[src/hdl/gtg_pkg.sv]
// shared types, constants and the arctangent table of the go-to-goal steering unit
`default_nettype none

package gtg_pkg;

    // vector width inside the rotator: 21 bit offsets scaled by 2^24 plus growth headroom
    localparam int unsigned VEC_W     = 48;
    localparam int unsigned ACC_W     = 32;
    localparam int unsigned ATAN_LEN  = 24;
    localparam int unsigned POS_W     = 20;
    localparam int unsigned DIFF_W    = 21;
    localparam int unsigned HEAD_W    = 16;
    localparam int unsigned DTOL_W    = 12;
    localparam int unsigned ATOL_W    = 14;
    localparam int unsigned PRESHIFT  = 24;
    localparam int unsigned IN_DATA_W = 56;
    localparam int unsigned OUT_DATA_W = 8;
    localparam int unsigned CMD_W     = 4;

    localparam logic [POS_W-1:0]  GOAL_RESET  = '0;
    localparam logic [DTOL_W-1:0] DTOL_RESET  = 12'd205;
    localparam logic [ATOL_W-1:0] ATOL_RESET  = 14'd1820;
    localparam logic [ACC_W-1:0]  HALF_TURN   = 32'h8000_0000;
    localparam logic [ACC_W-1:0]  ROUND_HALF  = 32'h0000_8000;
    localparam logic [HEAD_W-1:0] ERR_HALF    = 16'h8000;

    // register indexes of the configuration channel
    typedef enum logic [1:0] {
        CFG_GOAL_X    = 2'd0,
        CFG_GOAL_Y    = 2'd1,
        CFG_DIST_TOL  = 2'd2,
        CFG_ANGLE_TOL = 2'd3
    } gtg_cfg_idx_t;

    // atan(2^-i) with 2^32 as one full turn
    localparam logic [ACC_W-1:0] ATAN_TURNS [ATAN_LEN] = '{
        32'h20000000, 32'h12E4051E, 32'h09FB385B, 32'h051111D4, 32'h028B0D43,
        32'h0145D7E1, 32'h00A2F61E, 32'h00517C55, 32'h0028BE53, 32'h00145F2F,
        32'h000A2F98, 32'h000517CC, 32'h00028BE6, 32'h000145F3, 32'h0000A2FA,
        32'h0000517D, 32'h000028BE, 32'h0000145F, 32'h00000A30, 32'h00000518,
        32'h0000028C, 32'h00000146, 32'h000000A3, 32'h00000051
    };

    // payload carried down the rotator stages
    typedef struct packed {
        logic signed [VEC_W-1:0] x;
        logic signed [VEC_W-1:0] y;
        logic [ACC_W-1:0]        acc;
        logic [HEAD_W-1:0]       head;
        logic                    reached;
        logic                    zero;
    } gtg_vec_t;

    // steering command, lowest bit first: left, right, forward, halt
    typedef struct packed {
        logic halt;
        logic go_forward;
        logic turn_right;
        logic turn_left;
    } gtg_cmd_t;

endpackage

`default_nettype wire

[src/hdl/gtg_front.sv]
// offset to goal, squared distance test and rotator set-up (three stages)
`default_nettype none

module gtg_front (
    input  wire logic                            clk,
    input  wire logic [2:0]                      en,
    input  wire logic [gtg_pkg::POS_W-1:0]       pos_x,
    input  wire logic [gtg_pkg::POS_W-1:0]       pos_y,
    input  wire logic [gtg_pkg::HEAD_W-1:0]      heading,
    input  wire logic [gtg_pkg::POS_W-1:0]       goal_x,
    input  wire logic [gtg_pkg::POS_W-1:0]       goal_y,
    input  wire logic [gtg_pkg::DTOL_W-1:0]      arrival_radius,
    output gtg_pkg::gtg_vec_t                    vec
);

    localparam int unsigned SQ_W = 2 * gtg_pkg::DIFF_W;

    // stage a: offsets
    logic signed [gtg_pkg::DIFF_W-1:0] dx_reg, dx_next;
    logic signed [gtg_pkg::DIFF_W-1:0] dy_reg, dy_next;
    logic [gtg_pkg::HEAD_W-1:0]        head_a_reg;

    // stage b: squares and folded vector
    logic [SQ_W-2:0]                   sqx_reg, sqx_next;
    logic [SQ_W-2:0]                   sqy_reg, sqy_next;
    logic [2*gtg_pkg::DTOL_W-1:0]      t2_reg, t2_next;
    logic signed [gtg_pkg::DIFF_W-1:0] fx_reg, fx_next;
    logic signed [gtg_pkg::DIFF_W-1:0] fy_reg, fy_next;
    logic                              neg_reg;
    logic                              zero_reg, zero_next;
    logic [gtg_pkg::HEAD_W-1:0]        head_b_reg;

    // stage c
    gtg_pkg::gtg_vec_t                 vec_reg, vec_next;

    logic signed [SQ_W-1:0]            prod_x;
    logic signed [SQ_W-1:0]            prod_y;
    logic [SQ_W-1:0]                   d2;

    always_comb
    begin
        dx_next = $signed({goal_x[gtg_pkg::POS_W-1], goal_x})
                - $signed({pos_x[gtg_pkg::POS_W-1], pos_x});
        dy_next = $signed({goal_y[gtg_pkg::POS_W-1], goal_y})
                - $signed({pos_y[gtg_pkg::POS_W-1], pos_y});
    end

    always_comb
    begin
        prod_x    = dx_reg * dx_reg;
        prod_y    = dy_reg * dy_reg;
        sqx_next  = prod_x[SQ_W-2:0];
        sqy_next  = prod_y[SQ_W-2:0];
        t2_next   = arrival_radius * arrival_radius;
        zero_next = (dx_reg == '0) && (dy_reg == '0);
        // fold the left half plane onto the right one, offset added later
        fx_next   = dx_reg[gtg_pkg::DIFF_W-1] ? -dx_reg : dx_reg;
        fy_next   = dx_reg[gtg_pkg::DIFF_W-1] ? -dy_reg : dy_reg;
    end

    always_comb
    begin
        d2               = {1'b0, sqx_reg} + {1'b0, sqy_reg};
        vec_next.x       = {{(gtg_pkg::VEC_W - gtg_pkg::DIFF_W - gtg_pkg::PRESHIFT)
                             {fx_reg[gtg_pkg::DIFF_W-1]}}, fx_reg, {gtg_pkg::PRESHIFT{1'b0}}};
        vec_next.y       = {{(gtg_pkg::VEC_W - gtg_pkg::DIFF_W - gtg_pkg::PRESHIFT)
                             {fy_reg[gtg_pkg::DIFF_W-1]}}, fy_reg, {gtg_pkg::PRESHIFT{1'b0}}};
        vec_next.acc     = neg_reg ? gtg_pkg::HALF_TURN : '0;
        vec_next.head    = head_b_reg;
        vec_next.reached = d2 < SQ_W'(t2_reg);
        vec_next.zero    = zero_reg;
    end

    always_ff @(posedge clk)
    begin
        if (en[0])
        begin
            dx_reg     <= dx_next;
            dy_reg     <= dy_next;
            head_a_reg <= heading;
        end
        if (en[1])
        begin
            sqx_reg    <= sqx_next;
            sqy_reg    <= sqy_next;
            t2_reg     <= t2_next;
            fx_reg     <= fx_next;
            fy_reg     <= fy_next;
            neg_reg    <= dx_reg[gtg_pkg::DIFF_W-1];
            zero_reg   <= zero_next;
            head_b_reg <= head_a_reg;
        end
        if (en[2])
        begin
            vec_reg    <= vec_next;
        end
    end

    assign vec = vec_reg;

endmodule

`default_nettype wire

[config.mk]
export PLATFORM = sky130hd
export DESIGN_NAME = gtg_front
export DESIGN_NICKNAME = d
export VERILOG_FILES = /design/src/hdl/gtg_pkg.sv /design/src/hdl/gtg_front.sv
export SDC_FILE = /design/constraint.sdc
export NUM_CORES = 2
export LEC_CHECK = 0
export BUFFER_PORTS_ARGS = -buffer_cell sky130_fd_sc_hd__buf_2
export CAP_MARGIN = 20
export CORE_ASPECT_RATIO = 0.5
export CORE_MARGIN = 3
export CORE_UTILIZATION = 60
export CTS_CLUSTER_SIZE = 28
export DETAILED_ROUTE_END_ITERATION = 12
export PLACE_DENSITY = 0.89
export SYNTH_ARGS = -nofsm -noshare
export SYNTH_HDL_FRONTEND = slang
export SYNTH_SLANG_ARGS = --single-unit
[constraint.sdc]
create_clock -name clk -period 18.45 [get_ports clk]
set_clock_uncertainty 0.15 [all_clocks]
set_input_delay 3.69 -clock clk [delete_from_list [all_inputs] [get_ports clk]]
set_output_delay 3.69 -clock clk [all_outputs]
set_load 0.05 [all_outputs]
==> reports/metrics.cfg <==
[synth]
yosys.area.top_type=fa_1
synth.distinct_cells=77
ys_ff_latch=280
synthTopCellsByArea=fa_1 (39%), edfxtp_1 (18%), ha_1 (11%)
synthArstFlopShare_pct=0
syn_area_um2=46600
seq_area_frac_synth_pct=18.1
synth_commonest_cells=inv_1 (1254), fa_1 (896), ha_1 (416), nand2_1 (389), edfxtp_1 (280)
synth_flop_cell=edfxtp_1
synth_edf_count=280
synth_area_per_cell_um2=10.0
synthCells=4649
yosysMostFrequentCell=inv_1
netlist.area_leader.share_pct=38.5
yosys_warnings=0

[drt]
dr_total_vias=32620
ant_nets=0
drt_iter0_drc=2753
drtPass1Iterations=6
wl_per_cell_um=18.6
finalWirelength_mm=109
drcViolationCount=0
vias_per_cell=5.60

[timing]
post-route-period-util_pct=50.6
fmax_mhz=107
drv_slew=0
setup_violations=0
tightest_slew_ns=1.01
max_slew_margin_pct=32.6
fin_crit_ns=9.34
rsz0062_at_grt=false
finalSetupTns_ns=0
final-hold-violation-count=0

[worst_setup_path]
critPathKind=register to register
cp_num_buf_inv=4
cp_data_arrival_time_ns=9.52
cp_max_fo=20
end_kind=register
worstPathRequired_ns=18.63
slowest_delay_ns=1.00
path_delay_family=adder cells
worstSetupStartpointType=register
cp_common_cell=fa_1
slowest_stage=edfxtp_1

[global_routing]
antenna_found_initial=0
grt-ovfl-total=0
grt_usage_pct=27.6
grt_first_pass_wirelength_mm=178
grt_pass1_vias=36423
grt_max_degree=91

[layout]
fillCellCount=5396
largest_register_ffs=61
multi_input_comb_area_um2=32600
seq_area_um2=8410
layout.nets=6205
drive_gt1_share_pct=6.37
insertedDiodeCount=0
areaGrowthSynthToFinish_pct=6.03

[place]
portBuffers=178
finalWeightedCongestion=0.957
hpwl_mm=86.2

[clock_network]
cts_tree=done
clockBufferDepth=3
post_cts_buffers=0
clk_pin_slew_ns=0.08
root_buffer=clkbuf_16
ctsHoldBuffers=0
clock-sinks=280
clk_latency_ns=0.64
numCtsBuffers=30
cts.repair.resized=0
cts-htree-levels=1

[die]
start_util_pct=61.3
coreArea_um2=76000
die-height_um=203
die-area_um2=81200
die_w_um=400
rows=71
io_pins=258

[flow_run]
drv_cap=0

[hold_path]
hp-class=register to register

[run_status]
outcome=finished, final reports clean

[worst paths after layout]
path	startpoint	to	slack, ns	depth (start not counted)
setup / recovery	dy_reg[5]$_DFFE_PP_	sqy_reg[40]$_DFFE_PP_	9.11	25
hold / removal	fx_reg[4]$_DFFE_PP_	vec[126]$_DFFE_PP_	0.24	0
hold reg to reg	fx_reg[4]$_DFFE_PP_	vec[126]$_DFFE_PP_	0.24	0
setup reg to reg	dy_reg[5]$_DFFE_PP_	sqy_reg[40]$_DFFE_PP_	9.11	25
[layer usage]
metal	wire length [um]	share of wire (%)	GRT usage (%)	vias up
li1	-	-	-	14184
met1	37100	34	32.2	16312
met3	9830	9.1	5.56	459
met2	54600	50	47.9	1665
met5	0	0	0	-
met4	6930	6.4	15.1	0
[layout make-up]
cell class | count | share of cell area [%]
clock buffers | 30 | 1.52
clock inverters | 26 | 0.631
inverters | 1262 | 9.60
multi-input cells | 2988 | 66.1
flip-flops and latches | 280 | 17.0
well taps | 1022 | 2.59
repair buffers | 219 | 2.50
[placed cells by master, fill, tap and decap left out, types with 9 or more instances in the layout]
cell	count
nand4_1	13
a21boi_0	10
and2_1	147
edfxtp_1	280
conb_1	79
nor2_1	209
or3_1	15
a31oi_1	14
o21ai_1	11
nand3_1	31
buf_4	39
a211oi_1	11
a21o_1	57
a21oi_1	107
clkinv_1	9
and3_1	12
o21a_1	17
clkbuf_16	30
o31ai_1	17
fa_1	896
xor2_1	45
xnor2_1	179
nand2_1	389
o21ai_0	68
nand2b_1	28
nor2b_1	47
buf_2	177
ha_1	416
inv_1	1254
nor3_1	37
[metrics by stage]
| step | std cells | cell area (um2) | hold slack, ns | worst slack [ns] | utilization, % |
|---|---|---|---|---|---|
| floorplan | 4727 | 46800 | 0.250 | 9.56 | - |
| global placement | 5769 | 48300 | 0.251 | 9.10 | 63.5 |
| detailed placement | 5769 | 48300 | 0.255 | 8.98 | 63.5 |
| CTS | 5825 | 49300 | 0.239 | 9.44 | 64.9 |
| global route | 5827 | 49400 | 0.240 | 8.86 | 65.0 |
| finish | 5827 | 49400 | 0.243 | 9.11 | 65.0 |
[cells by family (layout without fill, tap and decap cells)]
logic type | Yosys count | in the layout | share of synthesized area [%]
buffers and inverters | 1459 | 1537 | 12.4
adder cells (fa/ha/maj) | 1312 | 1312 | 49.7
AND/OR/NAND/NOR | 968 | 968 | 9.73
AO/OA/AOI/OAI | 398 | 398 | 5.67
flip-flops | 280 | 280 | 18.1
XOR/XNOR | 224 | 224 | 4.21
multiplexers | 7 | 7 | 0.161
other | 1 | 79 | 0.00805
Power is not shown: default switching activity piles up to over one toggle a cycle in this logic, so the estimate is an artifact.
