File: src/hdl/gtg_pkg.sv
// shared types, constants and the arctangent table of the go-to-goal steering unit
`default_nettype none

package gtg_pkg;

    // vector width inside the rotator: 21 bit offsets scaled by 2^24 plus growth headroom
    localparam int unsigned VEC_W     = 48;
    localparam int unsigned ACC_W     = 32;
    localparam int unsigned ATAN_LEN  = 24;
    localparam int unsigned POS_W     = 20;
    localparam int unsigned DIFF_W    = 21;
    localparam int unsigned HEAD_W    = 16;
    localparam int unsigned DTOL_W    = 12;
    localparam int unsigned ATOL_W    = 14;
    localparam int unsigned PRESHIFT  = 24;
    localparam int unsigned IN_DATA_W = 56;
    localparam int unsigned OUT_DATA_W = 8;
    localparam int unsigned CMD_W     = 4;

    localparam logic [POS_W-1:0]  GOAL_RESET  = '0;
    localparam logic [DTOL_W-1:0] DTOL_RESET  = 12'd205;
    localparam logic [ATOL_W-1:0] ATOL_RESET  = 14'd1820;
    localparam logic [ACC_W-1:0]  HALF_TURN   = 32'h8000_0000;
    localparam logic [ACC_W-1:0]  ROUND_HALF  = 32'h0000_8000;
    localparam logic [HEAD_W-1:0] ERR_HALF    = 16'h8000;

    // register indexes of the configuration channel
    typedef enum logic [1:0] {
        CFG_GOAL_X    = 2'd0,
        CFG_GOAL_Y    = 2'd1,
        CFG_DIST_TOL  = 2'd2,
        CFG_ANGLE_TOL = 2'd3
    } gtg_cfg_idx_t;

    // atan(2^-i) with 2^32 as one full turn
    localparam logic [ACC_W-1:0] ATAN_TURNS [ATAN_LEN] = '{
        32'h20000000, 32'h12E4051E, 32'h09FB385B, 32'h051111D4, 32'h028B0D43,
        32'h0145D7E1, 32'h00A2F61E, 32'h00517C55, 32'h0028BE53, 32'h00145F2F,
        32'h000A2F98, 32'h000517CC, 32'h00028BE6, 32'h000145F3, 32'h0000A2FA,
        32'h0000517D, 32'h000028BE, 32'h0000145F, 32'h00000A30, 32'h00000518,
        32'h0000028C, 32'h00000146, 32'h000000A3, 32'h00000051
    };

    // payload carried down the rotator stages
    typedef struct packed {
        logic signed [VEC_W-1:0] x;
        logic signed [VEC_W-1:0] y;
        logic [ACC_W-1:0]        acc;
        logic [HEAD_W-1:0]       head;
        logic                    reached;
        logic                    zero;
    } gtg_vec_t;

    // steering command, lowest bit first: left, right, forward, halt
    typedef struct packed {
        logic halt;
        logic go_forward;
        logic turn_right;
        logic turn_left;
    } gtg_cmd_t;

endpackage

`default_nettype wire

File: src/hdl/gtg_decide.sv
// heading error, dead band test and command register
`default_nettype none

module gtg_decide (
    input  wire logic                       clk,
    input  wire logic                       en,
    input  wire gtg_pkg::gtg_vec_t          vec_in,
    input  wire logic [gtg_pkg::ATOL_W-1:0] dead_band,
    output gtg_pkg::gtg_cmd_t               cmd
);

    gtg_pkg::gtg_cmd_t          cmd_reg, cmd_next;
    logic [gtg_pkg::ACC_W-1:0]  rounded;
    logic [gtg_pkg::HEAD_W-1:0] bearing;
    logic [gtg_pkg::HEAD_W-1:0] err;
    logic                       err_pos;
    logic [gtg_pkg::HEAD_W:0]   mag;

    always_comb
    begin
        rounded = vec_in.acc + gtg_pkg::ROUND_HALF;
        bearing = vec_in.zero ? vec_in.head
                              : rounded[gtg_pkg::ACC_W-1 -: gtg_pkg::HEAD_W];
        err     = bearing - vec_in.head;
        // a half-turn error counts as positive
        err_pos = !err[gtg_pkg::HEAD_W-1] || (err == gtg_pkg::ERR_HALF);
        mag     = err_pos ? {1'b0, err} : ({1'b0, ~err} + 1'b1);

        cmd_next.halt = 1'b0;
        if (vec_in.reached)
        begin
            cmd_next.turn_left  = 1'b1;
            cmd_next.turn_right = 1'b1;
            cmd_next.go_forward = 1'b1;
        end
        else if (mag > (gtg_pkg::HEAD_W+1)'(dead_band))
        begin
            cmd_next.turn_left  = err_pos;
            cmd_next.turn_right = !err_pos;
            cmd_next.go_forward = 1'b0;
        end
        else
        begin
            cmd_next.turn_left  = 1'b0;
            cmd_next.turn_right = 1'b0;
            cmd_next.go_forward = 1'b1;
        end
    end

    always_ff @(posedge clk)
    begin
        if (en)
        begin
            cmd_reg <= cmd_next;
        end
    end

    assign cmd = cmd_reg;

endmodule

`default_nettype wire

File: config.mk
export PLATFORM = sky130hd
export DESIGN_NAME = gtg_decide
export DESIGN_NICKNAME = d
export VERILOG_FILES = /design/src/hdl/gtg_pkg.sv /design/src/hdl/gtg_decide.sv
export SDC_FILE = /design/constraint.sdc
export NUM_CORES = 1
export LEC_CHECK = 0
export ABC_AREA = 1
export BUFFER_PORTS_ARGS = -buffer_cell sky130_fd_sc_hd__buf_4
export CAP_MARGIN = 25
export CORE_ASPECT_RATIO = 0.9
export CORE_UTILIZATION = 43
export CTS_CLUSTER_SIZE = 20
export DETAILED_ROUTE_END_ITERATION = 8
export PLACE_DENSITY = 0.84
export SLEW_MARGIN = 25
export SYNTH_ARGS = -nofsm -noshare
export SYNTH_HDL_FRONTEND = slang
export SYNTH_SLANG_ARGS = --single-unit
File: constraint.sdc
create_clock -name clk -period 9.01 [get_ports clk]
set_input_delay 0.901 -clock clk [delete_from_list [all_inputs] [get_ports clk]]
set_output_delay 0.901 -clock clk [all_outputs]
set_load 0.1 [all_outputs]
==> impl_metrics.env, run 1 <==
export IMPL_cpMaxStageDelayCell="ha_1"
export IMPL_avgSynthCellArea_sq_um=5.37
export IMPL_clk_pin_slew_worst_paths_ns=0.03
export IMPL_grt_pass1_wl_mm=10.0
export IMPL_wl_per_cell_microns=9.87
export IMPL_hold_buffers=0
export IMPL_io_pins=166
export IMPL_firstDrtPassIters=4
export IMPL_cts_buffer_depth=2
export IMPL_slew_viol_final=0
export IMPL_worstPathMaxFanout=12
export IMPL_vias=2879
export IMPL_rows=26
export IMPL_start_util_pct=44.6
export IMPL_area_growth_pct=19.1
export IMPL_critPathMostFrequentCell="nand2_1"
export IMPL_syn_cell_area_sq_um=2520
export IMPL_hold_path_class="input pin to register"
export IMPL_finalSetupViolCount=0
export IMPL_cts_htree_levels=1
export IMPL_cts_buffers=3
export IMPL_holdWs_ns=0.907
export IMPL_seq_area_frac_synth_pct=3.57
export IMPL_ys_warn_count=0
export IMPL_status="finished clean"
export IMPL_crit_arrival_ns=5.47
export IMPL_syn_num_nets=664
export IMPL_drv_cap=0
export IMPL_min_from="en"
export IMPL_vias_per_cell=4.88
export IMPL_grt_max_degree=25
export IMPL_grt_setup_unrepaired="false"
export IMPL_track_usage_pct=19.8
export IMPL_critical_path_max_stage_delay_ns=0.48
export IMPL_final_cell_mix="nand2_1, inv_1, buf_4"
export IMPL_drc=0
export IMPL_worstPathRequired_ns=8.97
export IMPL_die_w_microns=82.7
export IMPL_final_common_cell="nand2_1"
export IMPL_ctsResizeCount=0
export IMPL_cts_sinks=3
export IMPL_die_h_microns=74.7
export IMPL_port_buffers=53
export IMPL_largest_reg_flops=3
export IMPL_hold_path_endpoint="cmd[2]$_SDFFCE_PP1P_"
export IMPL_core_area_sq_um=5660
export IMPL_antenna_found_initial=0
export IMPL_worstHoldPathCells=1
export IMPL_ys_seq_elements=3
export IMPL_crit_path_start_kind="input pin"
export IMPL_yosysUniqueCellTypes=34
export IMPL_hold_violations=0
export IMPL_ant_nets=0
export IMPL_post_cts_buffers=0
export IMPL_antenna_cells=0
export IMPL_cts_tree="yes"
export IMPL_path_class="input pin to register"
export IMPL_gp_congestion=0.915
export IMPL_tightest_slew_ns=0.604
export IMPL_hpwl_mm=5.07
export IMPL_place_area_sq_um=2960
export IMPL_power_total_mw=0.343
export IMPL_timing_final_crit_share_pct=61.2
export IMPL_setup_slack_ns=3.50
export IMPL_period_minus_slack_ns=5.51
export IMPL_final_nets=715
export IMPL_tns_ns=0
export IMPL_drt_iter0_markers=74
export IMPL_clockRootBuffer="clkbuf_8"
export IMPL_grt_ovfl_total=0
export IMPL_cp_end_kind="register"
export IMPL_grt_pass1_vias=2577
export IMPL_worst_ir_drop_vdd_mv=0.108
export IMPL_design_area_sq_um=3000
export IMPL_dieArea_sq_um=6180
export IMPL_place_ws_ns=3.31
export IMPL_synth_cells=470
export IMPL_fmax_mhz=181
export IMPL_drive_gt1_share_pct=16.5
export IMPL_p_per_area_nw_per_um2=114
export IMPL_slew_headroom_pct=59.7
export IMPL_wirelength_mm=5.83
export IMPL_p_leak_nw=1.81
area by class of cell:
class,count,area (sq um)
clock buffer,4,45.0
fill,600,2660
inverter,97,364
multi-input combinational,363,2020
sequential,3,90.1
tap,70,87.6
timing repair buffer,53,398
synth_stat cells, drive strengths merged:
cell type	instances	share of area, %
a21o	2	0.60
a21oi	20	4.3
a31oi	1	0.25
buf	4	1.5
clkbuf	3	0.45
conb	1	0.15
edfxtp	3	3.6
fa	1	0.79
ha	31	15
inv	97	14
mux2i	1	0.40
nand2	166	26
nand3	36	8.2
nand3b	8	2.4
nand4	5	1.2
nor2	48	8.4
nor3	6	1.2
o21a	1	0.30
o21ai	16	3.3
o21bai	2	0.60
o22ai	2	0.50
xnor2	4	1.4
xor2	12	4.5
report_power, final:
part           leakage (nW)  internal [mW]  switching (mW)
sequential           0.0297         0.0186        0.000513
combinational          1.76          0.105           0.179
clock                0.0228         0.0302         0.00863
total                  1.81          0.154           0.188
through the flow:
| step | std cells | utilization [%] |
|---|---|---|
| final | 590 | 53.1 |
| after global routing | 590 | 53.1 |
| after CTS | 590 | 53.1 |
| after detailed placement | 586 | 52.3 |
| after global placement | 586 | 52.3 |
| after floorplan | 470 | - |
worst max path at each step:
stage | start | endpoint
after floorplan | vec_in[33] | cmd[0]$_SDFFCE_PP1P_
after global placement | vec_in[33] | cmd[0]$_SDFFCE_PP1P_
after detailed placement | vec_in[33] | cmd[0]$_SDFFCE_PP1P_
after CTS | vec_in[33] | cmd[0]$_SDFFCE_PP1P_
after global routing | vec_in[33] | cmd[0]$_SDFFCE_PP1P_
final | vec_in[33] | cmd[0]$_SDFFCE_PP1P_
metal layers:
metal | wire length [microns] | share of wire, % | global-route usage [%] | vias up
met5 | 0 | 0 | 0 | -
li1 | - | - | - | 1552
met4 | 11 | 0.19 | 3.45 | 0
met2 | 2880 | 49 | 39.1 | 54
met1 | 2770 | 48 | 23.6 | 1271
met3 | 166 | 2.8 | 0.848 | 2
cells by family (layout without fill, tap and decap cells):
| family | Yosys count | after routing | share of synthesized area [%] |
|---|---|---|---|
| AOI/OAI and AO/OA | 44 | 44 | 9.82 |
| DFF | 3 | 3 | 3.57 |
| other | 1 | 1 | 0.149 |
| muxes | 1 | 1 | 0.397 |
| buffers and inverters | 104 | 154 | 16.4 |
| adders and majority gates | 32 | 32 | 16.2 |
| and+or+nand+nor | 269 | 269 | 47.7 |
| xor gates and xnor gates | 16 | 16 | 5.85 |
worst max-delay path: cells and delay by family:
family / cells / cell delay, ns
AO/OA/AOI/OAI: 4 / 0.59
XOR/XNOR: 1 / 0.19
buffers and inverters: 3 / 0.20
AND/OR/NAND/NOR: 28 / 2.83
adder cells (fa/ha/maj): 2 / 0.77
(Power assumes the default switching activity.)
==> run 2, diff against run 1 <==
ABC_AREA = 0   (was 1)
CORE_UTILIZATION = 37   (was 43)
PLACE_DENSITY = 0.8   (was 0.84)
clock period = 4.78 ns   (was 9.01 ns; I/O delays follow)
==> run 2 against run 1 <==
Compared with the run above:
- the flow now finishes with violations (setup timing)
- wire length rose by 15%
- global-route usage rose by 2.0 points
- non-clock buffer count rose by 94
- total power rose to 2.7 times the previous value
- flip-flop and latch count did not move
- die area fell by 0.60%
- cell count fell by 12%
- largest power group unchanged
==> impl_metrics.env, run 2 <==
export IMPL_timing_final_crit_share_pct=105
export IMPL_grt_pass1_wl_mm=10.6
export IMPL_startpoint="vec_in[39]"
export IMPL_cpMaxStageDelayCell="or2_4"
export IMPL_critical_path_buf_inv_count=3
export IMPL_largest_reg_flops=3
export IMPL_final_cells=518
export IMPL_wirelength_mm=6.67
export IMPL_status="finished, violations left"
export IMPL_cts_buffers=3
export IMPL_grt_ovfl_total=0
export IMPL_cts_tree="yes"
export IMPL_internal_power_mw=0.510
export IMPL_ys_async_sr_fraction_pct=0
export IMPL_final_cell_mix="buf_4, inv_1, ha_1"
export IMPL_die_w_microns=82.5
export IMPL_crit_arrival_ns=4.97
export IMPL_crit_family="compound AO/OA/AOI/OAI gates"
export IMPL_avgSynthCellArea_sq_um=7.00
export IMPL_synth_common_cells="inv_1, ha_1, o21ai_0"
export IMPL_cts_sinks=3
export IMPL_cts_htree_levels=1
export IMPL_worstPathMaxFanout=6
export IMPL_grt_setup_unrepaired="true"
export IMPL_worstPathRequired_ns=4.74
export IMPL_clk_pin_slew_worst_paths_ns=0.03
export IMPL_pwr_share_seq_pct=3.9
export IMPL_grt_max_degree=20
export IMPL_track_usage_pct=21.7
export IMPL_crit_path_start_kind="input pin"
export IMPL_cts_buffer_depth=2
export IMPL_firstDrtPassIters=4
export IMPL_start_util_pct=39.6
export IMPL_clockPowerShare_pct=8.0
export IMPL_synth_edf_count=3
export IMPL_final_common_cell="buf_4"
export IMPL_ys_top_cells_by_area="ha_1, xnor2_1, inv_1"
export IMPL_critical_path_max_stage_delay_ns=0.34
export IMPL_seq_area_frac_synth_pct=4.18
export IMPL_area_growth_pct=68.2
export IMPL_drt_iter0_markers=51
export IMPL_ys_seq_elements=3
export IMPL_port_buffers=53
export IMPL_slew_viol_final=0
export IMPL_pwr_share_comb_pct=88.1
export IMPL_period_minus_slack_ns=5.01
export IMPL_die_h_microns=74.4
export IMPL_drive_gt1_share_pct=44.6
export IMPL_synth_cells=308
export IMPL_numPlacedInstances=503
export IMPL_p_sw_mw=0.429
export IMPL_rows=25
export IMPL_grt_pass1_vias=2623
export IMPL_clockRootBuffer="clkbuf_8"
export IMPL_yosysMostFrequentCell="inv_1"
export IMPL_finalSetupViolCount=2
export IMPL_synth_top_area_share_pct=18.0
export IMPL_drv_cap=0
export IMPL_hold_path_class="input pin to register"
export IMPL_p_sw_share_pct=45.7
export IMPL_fmax_mhz=200
export IMPL_dieArea_sq_um=6140
export IMPL_power_total_mw=0.939
export IMPL_p_per_area_nw_per_um2=259
export IMPL_syn_cell_area_sq_um=2160
export IMPL_antenna_found_initial=0
export IMPL_ys_warn_count=0
export IMPL_wl_per_cell_microns=12.9
export IMPL_p_leak_nw=1.83
export IMPL_gp_congestion=0.817
export IMPL_min_from="en"
export IMPL_synth_top_area_cell="ha_1"
export IMPL_antenna_cells=0
export IMPL_ant_nets=0
export IMPL_final_nets=646
export IMPL_hpwl_mm=5.16
export IMPL_path_class="input pin to register"
export IMPL_hold_violations=0
export IMPL_setup_slack_ns=-0.230
export IMPL_drc=0
export IMPL_violations="setup timing"
export IMPL_yosysUniqueCellTypes=57
export IMPL_worst_ir_drop_vdd_mv=0.243
export IMPL_vias=2648
export IMPL_core_area_sq_um=5440
export IMPL_ys_flop_type="edfxtp_1"
export IMPL_vias_per_cell=5.11
export IMPL_cp_end_kind="register"
export IMPL_io_pins=166
export IMPL_syn_num_nets=502
run 2: cell count changes after synthesis, moves of 9 or more:
cell | before | now
a211oi_1 | 0 | 9
a21o_1 | 2 | 12
inv_1 | 93 | 37
nand2_1 | 157 | 21
nand3_1 | 32 | 13
nor2_1 | 39 | 23
o21ai_0 | 15 | 24
xnor2_1 | 4 | 20
run 2: path summary, 6_finish.rpt:
path,slack (ns),cells after the start,endpoint
min,0.48,1,cmd[1]$_SDFFCE_PP1P_
max,-0.23,25,cmd[2]$_SDFFCE_PP1P_
run 2: cell families after synthesis:
| group | Yosys count | share of synthesized area, % |
|---|---|---|
| DFF | 3 | 4.18 |
| adders and majority gates | 32 | 18.9 |
| xor gates and xnor gates | 34 | 13.8 |
| other | 1 | 0.174 |
| and+or+nand+nor | 93 | 22.1 |
| buffers and inverters | 45 | 8.47 |
| AOI/OAI and AO/OA | 96 | 30.3 |
| muxes | 4 | 2.03 |
run 2: power by group through the flow:
stage / Combinational (mW) / Sequential (mW) / Clock [mW]
after global routing: 0.898 / 0.0373 / 0.0772
after global placement: 0.684 / 0.0368 / 0
after floorplan: 0.407 / 0.0701 / 0
after CTS: 0.761 / 0.0366 / 0.0750
final: 0.827 / 0.0365 / 0.0753
after detailed placement: 0.716 / 0.0370 / 0
run 2: area by class of cell:
cell class / count / area (sq um)
tap: 67 / 83.8
inverter: 37 / 139
fill: 457 / 1810
clock buffer: 4 / 45.0
multi-input combinational: 260 / 2130
sequential: 3 / 90.1
timing repair buffer: 147 / 1140
run 2: what timing repair did:
action                                  in CTS  in global routing
pin swaps                                   16                 24
hold buffers                                 0                  0
endpoints found under the setup margin       3                  3
gates resized for setup                     24                 23
buffers inserted                             6                  5
run 2: per-layer routing:
metal / share of wire [%] / global-route usage (%) / vias to the layer above
li1: - / - / 1388
met1: 43 / 24.9 / 1169
met2: 51 / 41.8 / 80
met3: 4.0 / 1.84 / 11
met4: 2.2 / 7.21 / 0
met5: 0 / 0 / -
run 2: stage by stage:
| step | worst slack, ns | utilization [%] | TNS [ns] | cell area [sq um] | hold slack [ns] |
|---|---|---|---|---|---|
| CTS | 0.00367 | 64.0 | 0 | 3480 | 0.483 |
| finish | -0.230 | 66.7 | -0.341 | 3630 | 0.482 |
| global placement | -0.267 | 60.4 | -0.547 | 3290 | 0.700 |
| detailed placement | -0.430 | 60.4 | -0.981 | 3290 | 0.706 |
| global route | -0.559 | 66.7 | -1.30 | 3630 | 0.482 |
| floorplan | -0.0917 | - | -0.0917 | 2240 | 0.590 |
